$ cat config.mk
export PLATFORM = sky130hd
export DESIGN_NAME = go_back_n_sender_window
export DESIGN_NICKNAME = d
export VERILOG_FILES = /design/src/hdl/gbnsw_pkg.sv /design/src/hdl/go_back_n_sender_window.sv /design/src/hdl/gbnsw_ring.sv
export SDC_FILE = /design/constraint.sdc
export NUM_CORES = 1
export LEC_CHECK = 0
export BUFFER_PORTS_ARGS = -buffer_cell sky130_fd_sc_hd__buf_2
export CORE_UTILIZATION = 50
export CTS_CLUSTER_DIAMETER = 150
export DETAILED_ROUTE_END_ITERATION = 16
export PLACE_DENSITY_LB_ADDON = 0.2
export REMOVE_ABC_BUFFERS = 1
export SYNTH_ARGS = -nofsm -noshare
export SYNTH_HDL_FRONTEND = slang
export SYNTH_SLANG_ARGS = --single-unit
$ cat constraint.sdc
create_clock -name aclk -period 11.55 [get_ports aclk]
set_input_delay 1.155 -clock aclk [delete_from_list [all_inputs] [get_ports aclk]]
set_output_delay 1.155 -clock aclk [all_outputs]
set_load 0.01 [all_outputs]
$ cat src/hdl/gbnsw_pkg.sv
`timescale 1ns / 1ps
`default_nettype none
// ----------------------------------------------------------------------------
// gbnsw_pkg
// Shared types, codes and defaults of the go-back-n sender window.
// ----------------------------------------------------------------------------
package gbnsw_pkg;

    // parameter defaults
    localparam int RING_DEPTH_DEF = 64;
    localparam int WINDOW_MAX_DEF = 32;

    // field widths
    localparam int SEQ_W     = 16;
    localparam int PAYLOAD_W = 16;
    localparam int TIME_W    = 16;
    localparam int WIN_W     = 6;
    localparam int ELAPSED_W = 17;
    localparam int FRAME_W   = PAYLOAD_W + 1;

    // stream packing
    localparam int S_TDATA_W = 48;
    localparam int S_TUSER_W = 3;
    localparam int M_TDATA_W = 32;
    localparam int M_TUSER_W = 2;

    // configuration
    localparam int CFG_DATA_W = 16;
    localparam int CFG_IDX_W  = 1;
    localparam logic [CFG_IDX_W-1:0] CFG_WINDOW_SIZE = 1'b0;
    localparam logic [CFG_IDX_W-1:0] CFG_TIMEOUT_MS  = 1'b1;
    localparam logic [WIN_W-1:0]     WINDOW_SIZE_RST = 6'd8;
    localparam logic [TIME_W-1:0]    TIMEOUT_MS_RST  = 16'd200;

    typedef enum logic [1:0] {
        MODE_ENQUEUE = 2'd0,
        MODE_ACK_RX  = 2'd1,
        MODE_TICK    = 2'd2,
        MODE_ACK_TX  = 2'd3
    } mode_t;

    typedef enum logic [1:0] {
        KIND_DATA    = 2'd0,
        KIND_FIN     = 2'd1,
        KIND_ACK     = 2'd2,
        KIND_REFUSED = 2'd3
    } kind_t;

    typedef enum logic [2:0] {
        ST_IDLE,
        ST_DECODE,
        ST_FILL_CHK,
        ST_FILL_EMIT,
        ST_RS_RD,
        ST_RS_EMIT
    } state_t;

endpackage : gbnsw_pkg
`default_nettype wire

$ cat src/hdl/go_back_n_sender_window.sv
`timescale 1ns / 1ps
`default_nettype none
// ----------------------------------------------------------------------------
// go_back_n_sender_window
// Go-back-n sender: frame ring in memory, window fill, ack handling,
// retransmission timer and send records on the result stream.
// ----------------------------------------------------------------------------
//
//  channel   direction  word contents
//  s_*       in         tuser: mode, fin_flag / tdata: payload, ack_number, elapsed_ms
//  m_*       out        tuser: kind / tdata: seq_number, payload_out / tlast: last
//  cfg_*     in         register write, no read-back
//
//  an item is first accepted and then decoded; every frame sent by a window fill
//  or a resend costs a ring memory read, then an output register load, and a
//  fill closes with a final check that finds nothing more to send
//  no clearing pass after reset: ring entries are only read once written
//  the output register frees the input side, but a stalled m_tready holds the
//  sequencer on the frame it is about to deliver
//
module go_back_n_sender_window
    import gbnsw_pkg::*;
#(
    parameter int RING_DEPTH = RING_DEPTH_DEF,
    parameter int WINDOW_MAX = WINDOW_MAX_DEF
) (
    input  wire logic                  aclk,
    input  wire logic                  aresetn,
    // input words
    input  wire logic                  s_tvalid,
    output logic                       s_tready,
    input  wire logic [S_TDATA_W-1:0]  s_tdata,   // payload, ack_number, elapsed_ms
    input  wire logic [S_TUSER_W-1:0]  s_tuser,   // mode, fin_flag
    // result words
    output logic                       m_tvalid,
    input  wire logic                  m_tready,
    output logic      [M_TDATA_W-1:0]  m_tdata,   // seq_number, payload_out
    output logic      [M_TUSER_W-1:0]  m_tuser,   // kind
    output logic                       m_tlast,
    // configuration
    input  wire logic                  cfg_wr_en,
    input  wire logic [CFG_IDX_W-1:0]  cfg_index,
    input  wire logic [CFG_DATA_W-1:0] cfg_wdata
);

    localparam int PTR_W = $clog2(RING_DEPTH);
    localparam int CNT_W = $clog2(RING_DEPTH + 1);
    localparam int SUM_W = CNT_W + 1;
    localparam logic [6:0] WinMax = 7'(WINDOW_MAX);

    // ring index wrap: sums stay below twice the depth
    function automatic logic [PTR_W-1:0] wrap(input logic [SUM_W-1:0] s);
        logic [SUM_W-1:0] t;
        if (s >= SUM_W'(RING_DEPTH)) t = s - SUM_W'(RING_DEPTH);
        else                         t = s;
        return t[PTR_W-1:0];
    endfunction

    // control state
    state_t                state_reg,   state_next;
    logic [PTR_W-1:0]      head_reg,    head_next;
    logic [CNT_W-1:0]      count_reg,   count_next;
    logic [SEQ_W-1:0]      base_reg,    base_next;
    logic [SEQ_W-1:0]      nseq_reg,    nseq_next;
    logic [ELAPSED_W-1:0]  elapsed_reg, elapsed_next;
    logic                  running_reg, running_next;
    logic [CNT_W-1:0]      rs_idx_reg,  rs_idx_next;

    // configuration registers
    logic [WIN_W-1:0]      window_reg;
    logic [TIME_W-1:0]     timeout_reg;

    // latched input word
    mode_t                 mode_reg,    mode_next;
    logic [PAYLOAD_W-1:0]  pay_in_reg,  pay_in_next;
    logic                  fin_in_reg,  fin_in_next;
    logic [SEQ_W-1:0]      ack_in_reg,  ack_in_next;
    logic [TIME_W-1:0]     ms_in_reg,   ms_in_next;

    // output register
    logic                  m_valid_reg;
    kind_t                 m_kind_reg;
    logic [SEQ_W-1:0]      m_seq_reg;
    logic [PAYLOAD_W-1:0]  m_pay_reg;
    logic                  m_last_reg;

    logic                  out_load;
    kind_t                 out_kind;
    logic [SEQ_W-1:0]      out_seq;
    logic [PAYLOAD_W-1:0]  out_pay;
    logic                  out_last;
    logic                  out_free;

    // ring port
    logic                  mem_we;
    logic [PTR_W-1:0]      mem_waddr;
    logic                  mem_re;
    logic [PTR_W-1:0]      mem_raddr;
    logic [FRAME_W-1:0]    mem_rdata;

    // derived values
    logic [6:0]            win_eff;
    logic [SEQ_W-1:0]      outstanding;
    logic [SEQ_W-1:0]      ack_off;
    logic [CNT_W-1:0]      freed;
    logic [ELAPSED_W:0]    tick_sum;
    logic [ELAPSED_W-1:0]  tick_sat;
    logic [SEQ_W:0]        out_p1;
    logic                  fill_more;
    logic                  fill_cont;
    logic                  rs_last;

    gbnsw_ring #(
        .DEPTH  (RING_DEPTH),
        .ADDR_W (PTR_W),
        .DATA_W (FRAME_W)
    ) u_ring (
        .aclk    (aclk),
        .wr_en   (mem_we),
        .wr_addr (mem_waddr),
        .wr_data ({fin_in_reg, pay_in_reg}),
        .rd_en   (mem_re),
        .rd_addr (mem_raddr),
        .rd_data (mem_rdata)
    );

    // window size clamp: zero acts as one, large values as the maximum
    always_comb begin
        if (window_reg == '0)                 win_eff = 7'd1;
        else if ({1'b0, window_reg} > WinMax) win_eff = WinMax;
        else                                  win_eff = {1'b0, window_reg};
    end

    // sent but unacknowledged, never above the ring count
    assign outstanding = nseq_reg - base_reg;
    assign ack_off     = ack_in_reg - base_reg;
    assign freed       = ack_off[CNT_W-1:0] + CNT_W'(1);

    // timer advance with saturation
    assign tick_sum = {1'b0, elapsed_reg} + (ELAPSED_W+1)'(ms_in_reg);
    assign tick_sat = tick_sum[ELAPSED_W] ? '1 : tick_sum[ELAPSED_W-1:0];

    // window fill: send while below window and below ring count
    assign fill_more = (outstanding < SEQ_W'(win_eff)) && (outstanding < SEQ_W'(count_reg));
    assign out_p1    = {1'b0, outstanding} + (SEQ_W+1)'(1);
    assign fill_cont = (out_p1 < (SEQ_W+1)'(win_eff)) && (out_p1 < (SEQ_W+1)'(count_reg));

    assign rs_last  = (SEQ_W'(rs_idx_reg) + SEQ_W'(1)) == outstanding;
    assign out_free = !m_valid_reg || m_tready;
    assign s_tready = (state_reg == ST_IDLE);

    // sequencer
    always_comb begin
        state_next   = state_reg;
        head_next    = head_reg;
        count_next   = count_reg;
        base_next    = base_reg;
        nseq_next    = nseq_reg;
        elapsed_next = elapsed_reg;
        running_next = running_reg;
        rs_idx_next  = rs_idx_reg;
        mode_next    = mode_reg;
        pay_in_next  = pay_in_reg;
        fin_in_next  = fin_in_reg;
        ack_in_next  = ack_in_reg;
        ms_in_next   = ms_in_reg;
        mem_we       = 1'b0;
        mem_waddr    = wrap(SUM_W'(head_reg) + SUM_W'(count_reg));
        mem_re       = 1'b0;
        mem_raddr    = wrap(SUM_W'(head_reg) + SUM_W'(outstanding[CNT_W-1:0]));
        out_load     = 1'b0;
        out_kind     = mem_rdata[PAYLOAD_W] ? KIND_FIN : KIND_DATA;
        out_seq      = nseq_reg;
        out_pay      = mem_rdata[PAYLOAD_W-1:0];
        out_last     = 1'b0;

        unique case (state_reg)
            ST_IDLE: begin
                if (s_tvalid) begin
                    mode_next   = mode_t'(s_tuser[1:0]);
                    fin_in_next = s_tuser[2];
                    pay_in_next = s_tdata[15:0];
                    ack_in_next = s_tdata[31:16];
                    ms_in_next  = s_tdata[47:32];
                    state_next  = ST_DECODE;
                end
            end

            ST_DECODE: begin
                unique case (mode_reg)
                    MODE_ENQUEUE: begin
                        if (count_reg == CNT_W'(RING_DEPTH)) begin
                            // full ring: single refused record
                            if (out_free) begin
                                out_load   = 1'b1;
                                out_kind   = KIND_REFUSED;
                                out_seq    = '0;
                                out_pay    = '0;
                                out_last   = 1'b1;
                                state_next = ST_IDLE;
                            end
                        end else begin
                            mem_we     = 1'b1;
                            count_next = count_reg + CNT_W'(1);
                            state_next = ST_FILL_CHK;
                        end
                    end
                    MODE_ACK_RX: begin
                        if (ack_off < outstanding) begin
                            head_next    = wrap(SUM_W'(head_reg) + SUM_W'(freed));
                            count_next   = count_reg - freed;
                            base_next    = ack_in_reg + SEQ_W'(1);
                            elapsed_next = '0;
                            running_next = 1'b1;
                            state_next   = ST_FILL_CHK;
                        end else begin
                            state_next = ST_IDLE;
                        end
                    end
                    MODE_TICK: begin
                        state_next = ST_IDLE;
                        if (running_reg) begin
                            elapsed_next = tick_sat;
                            if (tick_sat >= {1'b0, timeout_reg}) begin
                                // timeout: restart and resend whole window
                                elapsed_next = '0;
                                running_next = 1'b1;
                                rs_idx_next  = '0;
                                if (outstanding != '0) state_next = ST_RS_RD;
                            end
                        end
                    end
                    MODE_ACK_TX: begin
                        if (out_free) begin
                            out_load   = 1'b1;
                            out_kind   = KIND_ACK;
                            out_seq    = ack_in_reg;
                            out_pay    = '0;
                            out_last   = 1'b1;
                            state_next = ST_IDLE;
                        end
                    end
                endcase
            end

            ST_FILL_CHK: begin
                if (fill_more) begin
                    if (outstanding == '0) begin
                        elapsed_next = '0;
                        running_next = 1'b1;
                    end
                    mem_re     = 1'b1;
                    state_next = ST_FILL_EMIT;
                end else begin
                    if (outstanding == '0) begin
                        elapsed_next = '0;
                        running_next = 1'b0;
                    end
                    state_next = ST_IDLE;
                end
            end

            ST_FILL_EMIT: begin
                if (out_free) begin
                    out_load   = 1'b1;
                    out_last   = !fill_cont;
                    nseq_next  = nseq_reg + SEQ_W'(1);
                    state_next = ST_FILL_CHK;
                end
            end

            ST_RS_RD: begin
                mem_re     = 1'b1;
                mem_raddr  = wrap(SUM_W'(head_reg) + SUM_W'(rs_idx_reg));
                state_next = ST_RS_EMIT;
            end

            ST_RS_EMIT: begin
                if (out_free) begin
                    out_load    = 1'b1;
                    out_seq     = base_reg + SEQ_W'(rs_idx_reg);
                    out_last    = rs_last;
                    rs_idx_next = rs_idx_reg + CNT_W'(1);
                    state_next  = rs_last ? ST_IDLE : ST_RS_RD;
                end
            end

            default: begin
                state_next = ST_IDLE;
            end
        endcase
    end

    always_ff @(posedge aclk) begin
        if (!aresetn) begin
            state_reg   <= ST_IDLE;
            head_reg    <= '0;
            count_reg   <= '0;
            base_reg    <= '0;
            nseq_reg    <= '0;
            elapsed_reg <= '0;
            running_reg <= 1'b0;
            rs_idx_reg  <= '0;
        end else begin
            state_reg   <= state_next;
            head_reg    <= head_next;
            count_reg   <= count_next;
            base_reg    <= base_next;
            nseq_reg    <= nseq_next;
            elapsed_reg <= elapsed_next;
            running_reg <= running_next;
            rs_idx_reg  <= rs_idx_next;
        end
    end

    // latched input word, no reset needed
    always_ff @(posedge aclk) begin
        mode_reg   <= mode_next;
        pay_in_reg <= pay_in_next;
        fin_in_reg <= fin_in_next;
        ack_in_reg <= ack_in_next;
        ms_in_reg  <= ms_in_next;
    end

    // configuration writes
    always_ff @(posedge aclk) begin
        if (!aresetn) begin
            window_reg  <= WINDOW_SIZE_RST;
            timeout_reg <= TIMEOUT_MS_RST;
        end else if (cfg_wr_en) begin
            unique case (cfg_index)
                CFG_WINDOW_SIZE: window_reg  <= cfg_wdata[WIN_W-1:0];
                CFG_TIMEOUT_MS:  timeout_reg <= cfg_wdata[TIME_W-1:0];
            endcase
        end
    end

    // output register
    always_ff @(posedge aclk) begin
        if (!aresetn) begin
            m_valid_reg <= 1'b0;
        end else if (out_load) begin
            m_valid_reg <= 1'b1;
        end else if (m_tready) begin
            m_valid_reg <= 1'b0;
        end
    end

    always_ff @(posedge aclk) begin
        if (out_load) begin
            m_kind_reg <= out_kind;
            m_seq_reg  <= out_seq;
            m_pay_reg  <= out_pay;
            m_last_reg <= out_last;
        end
    end

    assign m_tvalid = m_valid_reg;
    assign m_tdata  = {m_pay_reg, m_seq_reg};
    assign m_tuser  = m_kind_reg;
    assign m_tlast  = m_last_reg;

endmodule : go_back_n_sender_window
`default_nettype wire

$ cat src/hdl/gbnsw_ring.sv
`timescale 1ns / 1ps
`default_nettype none
// ----------------------------------------------------------------------------
// gbnsw_ring
// Frame ring storage: one write port, one registered read port.
// ----------------------------------------------------------------------------
module gbnsw_ring #(
    parameter int DEPTH  = 64,
    parameter int ADDR_W = 6,
    parameter int DATA_W = 17
) (
    input  wire logic              aclk,
    input  wire logic              wr_en,
    input  wire logic [ADDR_W-1:0] wr_addr,
    input  wire logic [DATA_W-1:0] wr_data,
    input  wire logic              rd_en,
    input  wire logic [ADDR_W-1:0] rd_addr,
    output logic      [DATA_W-1:0] rd_data
);

    logic [DATA_W-1:0] mem [DEPTH];

    always_ff @(posedge aclk) begin
        if (wr_en) begin
            mem[wr_addr] <= wr_data;
        end
    end

    always_ff @(posedge aclk) begin
        if (rd_en) begin
            rd_data <= mem[rd_addr];
        end
    end

endmodule : gbnsw_ring
`default_nettype wire

Word level (Yosys, flattened, before mapping)
Memories as Yosys holds them, arrays and structs flattened. A register that Yosys moved wholly into a read port is not among the register bits.
Index checks and enable logic that the tools add are counted.
- word-level logic and storage cells: 174
- input port bits: 73
- memory bits (writable): 1088
- register bits: 182
- memories kept: 1
- add/subtract/negate cells: 20
- eq/ne operators: 22
- muxes and demuxes: 74
- reduce and logical (&&, ||, !) cells: 25
- order comparisons: 11
- bitwise operators: 1
- memory list (name ; words ; bits a word ; read ports ; clocked after memory_dff ; write ports ; line ; RTL):
    u_ring.mem ; 64 ; 17 ; 1 ; 1 ; 1 ; gbnsw_ring.sv:21 ; logic [DATA_W-1:0] mem [DEPTH];
- operator list (kind ; count):
    16-bit two-way mux ; 7
    16-bit one-hot mux with 2 select lines ; 3
    17-bit two-way mux ; 5
    17-bit one-hot mux with 2 select lines ; 2
    6-bit two-way mux ; 7
    7-bit two-way mux ; 6
    17-bit by 7-bit < comparator with 1-bit output ; 2
    16-bit by 1-bit adder with 16-bit output, second input constant ; 2
    6-bit by 7-bit adder with 8-bit output ; 4
    8-bit by 7-bit >= comparator with 1-bit output, second input constant ; 4
    16-bit by 7-bit < comparator with 1-bit output ; 2
    16-bit subtractor ; 2
    7-bit one-hot mux with 2 select lines ; 2
    3-bit two-way mux ; 9
    6-bit by 1-bit subtractor with 6-bit output, second input constant ; 4
    7-bit by 1-bit adder with 7-bit output, second input constant ; 3
    17-bit by 16-bit adder with 18-bit output ; 1
    1-bit two-way mux ; 18
    3-bit one-hot mux with 6 select lines ; 1
    16-bit by 1-bit adder with 17-bit output, second input constant ; 1
    17-bit by 16-bit >= comparator with 1-bit output ; 1
    16-bit by 7-bit adder with 16-bit output ; 1
    8-bit by 16-bit equality test with 1-bit output ; 1
    16-bit zero test ; 1
    other kinds (33) ; 64

Depth between registers and ports, before layout
Gate-level depths: netlist of run 1.
- word-level depth: 8
- mapped depth: 24

Cells and area by module
Synthesis of run 1 repeated with hierarchy kept, for this count alone.
- cells, all modules: 3212
- area total of the unflattened synthesis: 54773.8 sq um
- modules (own cells, without submodules) (module ; cells each ; instances ; area each (sq um)):
    gbnsw_ring ; 1875 ; 1 ; 42288.1
    go_back_n_sender_window ; 1337 ; 1 ; 12485.7

Worst setup path after synthesis of run 1
OpenSTA, ideal clock, no wires.
- path kind: register to register
- from: reg ms_in_reg[1]
- to: reg elapsed_reg[12]
- setup time: 0.072 ns
- setup slack: 6.999 ns
- arrival time: 4.479 ns
- period minus slack after synthesis: 4.551 ns
- stages on the path, launching flop included: 20
- cells stage by stage: edfxtp_1 ha_1 a21oi_1 nand4b_1 a31oi_1 o21ai_0 a31oi_1 o21ai_1 clkbuf_1 nand2_1 ha_1 a21o_1 a21oi_1 o21ai_0 a21o_1 a2111o_1 nor4_2 clkbuf_1 nand2b_1 mux2i_1
- cells in the longest elaborated chain, start to end: 7
- RTL lines (what ; line ; RTL):
    start, declared ; go_back_n_sender_window.sv:78 ; logic [TIME_W-1:0] ms_in_reg, ms_in_next;
    start signal, assigned ; go_back_n_sender_window.sv:322 ; ms_in_reg <= ms_in_next;
    17-bit by 16-bit adder with 18-bit output * ; go_back_n_sender_window.sv:140 ; assign tick_sum = {1'b0, elapsed_reg} + (ELAPSED_W+1)'(ms_in_reg);
    17-bit two-way mux * ; go_back_n_sender_window.sv:141 ; assign tick_sat = tick_sum[ELAPSED_W] ? '1 : tick_sum[ELAPSED_W-1:0];
    17-bit by 16-bit >= comparator with 1-bit output ; go_back_n_sender_window.sv:224 ; if (tick_sat >= {1'b0, timeout_reg}) begin
    17-bit two-way mux * ; go_back_n_sender_window.sv:224 ;
    17-bit two-way mux * ; go_back_n_sender_window.sv:222 ; if (running_reg) begin
    17-bit one-hot mux with 2 select lines * ; go_back_n_sender_window.sv:190 ; unique case (mode_reg)
    17-bit one-hot mux with 2 select lines * ; go_back_n_sender_window.sv:177 ; unique case (state_reg)
    end signal, assigned ; go_back_n_sender_window.sv:310 ; elapsed_reg <= elapsed_next;
    end, declared ; go_back_n_sender_window.sv:65 ; logic [ELAPSED_W-1:0] elapsed_reg, elapsed_next;
Every way passes the cells marked *; elsewhere a longest branch is shown, timed or not. The select of a mux whose other input is x is not followed.
A chain may end at the register's enable or synchronous reset.

Final worst setup path of run 1
- from: reg nseq_reg[0]
- to: reg u_ring.rd_data[15] (read register of u_ring.mem), data pin
- cells in the longest elaborated chain, start to end: 5
- RTL lines (what ; line ; RTL):
    start, declared ; go_back_n_sender_window.sv:64 ; logic [SEQ_W-1:0] nseq_reg, nseq_next;
    start signal, assigned ; go_back_n_sender_window.sv:309 ; nseq_reg <= nseq_next;
    16-bit subtractor * ; go_back_n_sender_window.sv:135 ; assign outstanding = nseq_reg - base_reg;
    6-bit by 7-bit adder with 8-bit output / 16-bit by 7-bit < comparator with 1-bit output (equally long branches) ; go_back_n_sender_window.sv:170, go_back_n_sender_window.sv:144 ;
    8-bit by 7-bit >= comparator with 1-bit output (tied with other cells) ; go_back_n_sender_window.sv:54 ; if (s >= SUM_W'(RING_DEPTH)) t = s - SUM_W'(RING_DEPTH);
    6-bit two-way mux / 1-bit two-way mux (equally long branches) ; go_back_n_sender_window.sv:54, go_back_n_sender_window.sv:247 ;
    6-bit two-way mux / 1-bit one-hot mux with 2 select lines (equally long branches) ; go_back_n_sender_window.sv:177 ;
    end, declared ; gbnsw_ring.sv:18 ; output logic [DATA_W-1:0] rd_data
Every way passes the cells marked *; elsewhere a longest branch is shown, timed or not.

==> results of run 1 <==
layer usage:
layer / vias up / track usage, %
li1: 12779 / -
met1: 15503 / 32.9
met2: 1198 / 41.6
met3: 238 / 4.35
met4: 2 / 8.71
met5: - / 0
synthesized netlist by cell type, drive strengths merged (8+ instances only):
| master | number | area (um2) |
|---|---|---|
| nand4 | 13 | 81.3 |
| a21o | 35 | 263 |
| nor4 | 11 | 90.1 |
| nand3 | 46 | 230 |
| fa | 8 | 160 |
| xnor2 | 70 | 628 |
| buf | 32 | 151 |
| or3 | 9 | 56.3 |
| a211oi | 47 | 353 |
| xor2 | 49 | 429 |
| nand2 | 178 | 668 |
| mux4 | 340 | 7660 |
| clkbuf | 91 | 342 |
| a21oi | 81 | 405 |
| edfxtp | 1191 | 35800 |
| and2 | 44 | 275 |
| a31oi | 24 | 150 |
| inv | 87 | 327 |
| ha | 137 | 1710 |
| dfxtp | 96 | 1920 |
| o21a | 14 | 105 |
| nand2b | 20 | 125 |
| nor3 | 24 | 120 |
| and3 | 16 | 100 |
| a22oi | 10 | 75.1 |
| nor2 | 206 | 773 |
| mux2i | 32 | 320 |
| o21bai | 11 | 82.6 |
| o211ai | 12 | 90.1 |
| o21ai | 55 | 275 |
| nor2b | 11 | 68.8 |
layout by cell type (no fill, tap or decap), drive strengths merged, types with 35 or more instances in the layout:
cell,Yosys,routed
ha,137,137
edfxtp,1191,1191
a21o,35,35
clkbuf,91,175
a211oi,47,47
buf,32,213
a21oi,81,81
o21ai,55,55
clkinv,1,49
mux4,340,340
dfxtp,96,96
nor2,206,206
inv,87,93
xnor2,70,70
nand2,178,178
nand3,46,46
and2,44,44
xor2,49,49
power breakdown:
part | internal (mW) | switching, mW
registers | 5.51 | 0.119
logic | 3.71 | 5.58
clock network | 2.44 | 1.80
kinds of logic after synthesis:
group                      share of synthesized area (%)
DFF                                                 69.1
and+or+nand+nor                                     5.11
muxes                                               14.7
AOI/OAI and AO/OA                                   4.27
buffers and inverters                               1.51
adders and majority gates                           3.43
xor gates and xnor gates                            1.94
cell type report:
cell class              instances  area (um2)  area share [%]
inverters                      88         332           0.537
multi-input cells            1589       16300            26.4
clock inverters                66         692            1.12
repair buffers                213        1360            2.21
clock buffers                 175        3600            5.84
flip-flops and latches       1287       37700            61.1
well taps                    1403        1760            2.84
worst max-delay path: cells and delay by family, from the launching register on:
family	cells	cell delay [ns]
AO/OA/AOI/OAI	2	0.47
multiplexers	2	0.94
buffers and inverters	5	1.14
adder cells (fa/ha/maj)	3	2.19
flip-flops	1	0.37
AND/OR/NAND/NOR	1	0.32
worst max-delay path by stage:
stage                       from                  to  slack [ns]  cells past startpoint
floorplan           state_reg[1]   u_ring.rd_data[0]       -1.62                      9
global placement     nseq_reg[0]  u_ring.rd_data[16]        5.54                     13
detailed placement  state_reg[1]  u_ring.rd_data[16]        5.51                     10
CTS                 state_reg[1]  u_ring.rd_data[16]        5.49                     10
global route        state_reg[1]  u_ring.rd_data[16]        5.20                     10
finish               nseq_reg[0]  u_ring.rd_data[15]        5.53                     13
through the flow:
stage | instance area [um2] | hold WS (ns)
after global routing | 61700 | 0.472
after detailed placement | 57400 | 0.454
final | 61700 | 0.463
after floorplan | 54100 | 0.436
after CTS | 61700 | 0.465
after global placement | 57400 | 0.450
==> results by stage, run 1 <==
Logic synthesis:
- In this run the cell area of the synthesized design comes to 54600 um2.
- For this run, the number of Yosys warnings is 0.
- Averaged over all synthesized cells, the footprint is 17.7 um2.
- The share of the yosys chip area belonging to registers is 69.1%.
- In this run, distinct cell masters in the synthesized netlist total 79.
- The predominant post-synthesis flop cell is sky130_fd_sc_hd__edfxtp_1.
- The number of cells produced by synthesis is 3087.
- Yosys mapped a number of flops with a built-in enable equal to 1191.
- The register bit count reported by yosys is 1287.
- The share of async-settable or async-resettable flops after synthesis is 0%.

Run status:
- The flow ran to the end, and the final reports show no timing, DRC or antenna violations.

Pwr:
- Summing internal, switching and leakage power gives 19.2 mW.
- Power spread over the standard cell area amounts to 310 nW/um2.
- The maximum vdd ir drop is 0.000352 V.
- For this design the static power due to leakage is 20.4 nW.

Drt:
- The DRC violation count after routing is 0.
- The mean routed wirelength per cell is 28.4 um.
- The mean number of vias per cell is 6.16.
- The total wire length is 137000 um.
- The number of detailed-route iterations in the first pass is 6.
- The routed metal-1 wirelength is 54500 um.
- Summed over all nets, wire length on met3 after detailed routing comes to 9250 um.
- The detailed-routed wire length on met2 is 68800 um.
- The highest signal layer in the routed design is met5.
- The count of nets left with antenna violations once routing finished came out at 0.
- The number of DRC violations after detailed-routing iteration 0 is 3161.
- The detailed router placed 29.7k vias in this run.

Worst setup path:
- The number of cells on the worst reg-to-reg path is 13.
- The element type at the critical path end is a flip-flop.
- The end of the worst register-to-register path is u_ring.rd_data[15].
- Of all nets on the critical path, the largest fanout is 157.
- The worst register-to-register path has a setup slack of 5.53 ns.
- The startpoint of the worst-slack reg-to-reg timing path is nseq_reg[0].
- In this design, the stage delay of the slowest critical-path cell is 1.34 ns.
- The cell that appears most often on the critical path is sky130_fd_sc_hd__inv_1.
- The cell type of the slowest stage on the worst timing path is sky130_fd_sc_hd__fa_4.
- For the worst setup path, the data required time is 12.00 ns.
- Traced cell by cell, the critical path runs through inv_1, ha_1, inv_1, fa_1, inv_1, o21ai_0, inv_1, fa_4, buf_12, mux4_2, mux4_2, nand2_1, a31oi_1.
- Data arrives at the worst endpoint at 6.47 ns.
- STA classifies the critical path startpoint as a flip-flop.
- The critical setup path kind is flip-flop to flip-flop.

Cells and area:
- Compared with the post-synthesis result, the final layout area differs by 13.1%.
- In the final layout, the share of cells above drive strength 1 is 24.2%.
- The final layout contains 3532 nets.
- The final standard cell utilization of the core is 57.3%.
- The filler cell count is 8028.
- The flip-flop count of the largest register after layout is 1088.
- Once layout is complete, the cells apart from fillers number 4821.
- The repair_antennas step left the layout with diodes totalling 0.

Floorplan:
- The number of primary I/O pins is 110.
- The horizontal die dimension is 332 um.
- In this run the standard cell core region covers 108000 um2.
- The number of rows created at floorplan is 120.
- The floorplan step defined a die boundary enclosing 110000 um2.
- The vertical die dimension is 332 um.
- Once the floorplan was initialized, standard cells occupied 50.7% of the core.

CTS:
- The root cell of the clock tree is sky130_fd_sc_hd__clkbuf_16.
- The clock input transition at the sequential cells of the worst setup and hold paths is 0.06 ns.
- The clock network latency to the later pin of the worst-skew pair is 0.76 ns.
- The clock passes through at most 3 buffers.
- TritonCTS built the clock tree.
- The number of levels in the clock H-tree is 4.
- The total of cells resized after clock tree synthesis is 0.
- Buffers inserted to repair hold after CTS numbered 0.
- The number of CTS-inserted buffers is 135.
- After clock tree synthesis, the setup repair step added 0 buffers.
- The number of sinks driven by the clock tree is 1287.

Timing:
- Timing would allow up to 0.166 GHz.
- Setup repair after global routing left no endpoint under its margin.
- The measured slew at the worst slew-check pin is 1.20 ns.
- The time the final worst path needs with I/O delays and setup is 6.02 ns.
- The largest clock skew in the final design is 0.0352 ns.
- The number of endpoints with negative hold slack in the final report is 0.
- Setup violations remaining at the end of the flow were counted as 0.
- The final worst setup slack is 5.53 ns.
- In the finished design, the share of the clock period the worst path needs comes to 52.1%.
- The count of final max-slew check failures is 0.
- The worst-case headroom to the max-slew limit is 20.2%.
- After routing, the total negative slack on setup checks comes to 0 ns.

Global routing:
- The total routing resource utilization after global routing is 24.9%.
- The wire length of the first global-routing pass is 200000 um.
- The number of antenna violations at the first check in global routing is 1.
- The via count of the first global-routing pass is 30.1k.
- Global routing finished with a remaining overflow of 0.
- The pin count of the biggest net entering global routing is 158.

Placed design:
- The number of buffer cells added on primary ports is 109.
- The weighted congestion at the end of routability-driven global placement is 0.917.
- The final HPWL from detailed placement is 82300 um.
- The number of placed cells counting well taps is 4580.
- The worst setup slack after placement is 5.51 ns.

Flow run:
- Max-cap violations in this run came to 0.

Worst hold path:
- The worst hold path begins at elapsed_reg[8].
- The path with the worst hold slack has its endpoint at elapsed_reg[8].
- The worst hold path belongs to the class flip-flop to flip-flop.
- The worst hold path was traced through 2 stages.
Note: power is estimated with default switching activity, not from simulation.
==> run 2: changes to the inputs <==
- clock period: 11.55 -> 6.2 ns (I/O delays scaled with it)
==> results by stage, run 2 (synthesis results as in run 1) <==
Run status:
- The run finished with clean final reports.

Drt:
- The number of detailed-route iterations in the first pass is 6.
- In this run the remaining antenna-violating nets after routing total 0.
- The mean routed wirelength per cell is 27.7 um.
- For this block, the routed nets add up to 135000 um of wire.
- The routed layout has 29.7k vias.
- Using the TritonRoute via totals, the vias-per-cell ratio works out to 6.12.
- The DRC violation count after routing is 0.
- The number of DRC violations after detailed-routing iteration 0 is 3135.

Worst setup path:
- The worst setup path is of the flip-flop to flip-flop kind.
- The worst path arrival time is 6.04 ns.
- The buffer and inverter count on the worst path is 5.
- On the worst path, the slowest cell contributes a delay of 1.06 ns.
- The largest fanout on the critical path is 26.
- The cell family contributing the most delay on the critical path is adder cells.
- The worst setup path is launched from a flip-flop.
- The data required time of the critical path is 6.63 ns.
- In this design, the critical path's most frequently occurring cell is sky130_fd_sc_hd__inv_1.
- The cell type of the slowest stage on the worst timing path is sky130_fd_sc_hd__fa_4.
- The worst setup path is captured at a flip-flop.
- Walking the worst path, the cells encountered are inv_1, ha_1, inv_1, fa_1, inv_1, o21ai_0, inv_1, fa_4, buf_12, mux4_2, mux4_2, and2_1, a211oi_1, a31oi_1.

CTS:
- The number of sinks driven by the clock tree is 1287.
- The root cell of the clock tree is sky130_fd_sc_hd__clkbuf_16.
- Post-CTS repair changed the size of 0 cells.
- The clock network latency to the later pin of the worst-skew pair is 0.75 ns.
- In this run, CTS created clock tree buffers numbering 135.
- TritonCTS built the clock tree.
- The post-CTS setup buffer count is 0.
- The number of levels in the clock H-tree is 4.
- Buffers inserted to repair hold after CTS numbered 0.
- After clock tree synthesis, the clock-pin slew on the worst setup and hold paths is 0.06 ns.
- The clock passes through at most 3 buffers.

Pwr:
- In this run the static leakage power is 20.7 nW.
- The power per standard cell area is 578 nW/um2.
- Across the VDD grid, the largest voltage drop is 0.000609 V.
- Summing internal, switching and leakage power gives 35.9 mW.

Placed design:
- The worst setup slack after placement is 0.583 ns.
- During placement, the flow inserted port buffers numbering 109.
- At the end of routability-driven placement, the weighted congestion stood at 0.887.
- The HPWL after detailed placement is 81000 um.
- The number of placed cells counting well taps is 4609.

Cells and area:
- Leaving out fill and tap cells, the most frequent cells in the layout are sky130_fd_sc_hd__edfxtp_1 (1191), sky130_fd_sc_hd__mux4_2 (340), sky130_fd_sc_hd__nand2_1 (178).
- The layout has 7994 filler cells.
- The fraction of layout instances using a drive strength above 1 is 25.0%.
- The most common library cell in the layout ignoring fill and taps is sky130_fd_sc_hd__edfxtp_1.
- The post-layout net count is 3561.
- The flip-flop count of the largest register after layout is 1088.
- The final non-filler cell total is 4856.
- Relative to the synthesized area, the layout overhead comes to 13.7%.

Timing:
- The time the final worst path needs with I/O delays and setup is 5.60 ns.
- Headroom to the max-slew limit came out at 22.5%.
- The maximum achievable frequency is 0.178 GHz.
- Setup violations remaining at the end of the flow were counted as 0.
- The largest clock skew in the final design is 0.0311 ns.
- Dividing the final minimum period by the clock period gives 90.4%.
- At the pin with the least slew margin, the transition time is 1.16 ns.
- The number of endpoints with negative hold slack in the final report was 0.
- Setup repair after global routing left no endpoint under its margin.
- In the post-route analysis, the smallest setup slack over all paths is 0.595 ns.
- The count of final max-slew check failures is 0.

Global routing:
- The met2 layer usage reported by global route is 41.1%.
- The pin count of the biggest net entering global routing is 103.
- The routing usage on met1 is 33.5%.
- Global routing used 24.7% of the available tracks.
- The highest-utilization routing layer at the global route stage is met2.
- The number of antenna violations at the first check in global routing is 1.
- The total overflow left after global routing is 0.
- The first global-routing pass estimated 199000 um of wire.
- For met3 alone, demand over resource in global routing was 4.17%.
- The via count of the first global-routing pass is 30.6k.

Worst hold path:
- The path class of the lowest-slack min-delay path is input pin to flip-flop.

Floorplan:
- Measured along the y axis, the die boundary spans 332 um.
- Measured along the x axis, the die boundary spans 332 um.
- After floorplanning, the core was divided into 120 placement rows.
- The total die area is 110000 um2.
- The core region area is 108000 um2.
- The initial utilization of the core area, before any placement, comes to 50.7%.
- The number of primary I/O pins is 110.

Flow run:
- The tool flagged a number of max-cap violations equal to 0.
[run 2: changes by cell type in the layout (fill, tap and decap cells not counted), sizes merged]
cell / change
clkinv: +6
diode: +1
bufinv: -1
buf: +29
clkbuf: +1
clkinvlp: -1
[run 2: path summary, 6_finish.rpt]
path	start	end	slack, ns	cells past startpoint
worst max register to register	nseq_reg[0]	u_ring.rd_data[6]	0.60	14
worst min-delay path	s_tdata[5]	pay_in_reg[5]	0.06	1
worst min register to register	elapsed_reg[0]	elapsed_reg[0]	0.46	2
worst max-delay path	nseq_reg[0]	u_ring.rd_data[6]	0.60	14
[run 2: where the power goes]
part / switching, mW / internal [mW]
Combinational: 10.2 / 7.26
Clock: 3.36 / 4.55
Sequential: 0.190 / 10.3
Total: 13.8 / 22.1
[run 2: layout make-up]
class,count,area (um2),area share (%)
sequential,1287,37700,60.7
multi-input combinational,1589,16300,26.2
clock buffer,176,3650,5.88
tap,1403,1760,2.83
timing repair buffer,242,1670,2.69
clock inverter,70,684,1.10
inverter,88,332,0.534
antenna,1,2.50,0.00403
[run 2: per-stage QoR]
step	area, um2	setup TNS (ns)	util (%)	hold WS, ns
floorplan	54100	-118.42	-	0.436
global placement	57700	0	53.6	0.448
detailed placement	57700	0	53.6	0.456
CTS	62100	0	57.6	0.00558
global route	62100	0	57.6	0.0234
finish	62100	0	57.6	0.0561
[run 2: metal layers]
metal  wire, um  up-vias
met3       9880      234
met4       3550        0
met5          0        -
li1           -    12864
met2      67000     1204
met1      54300    15398
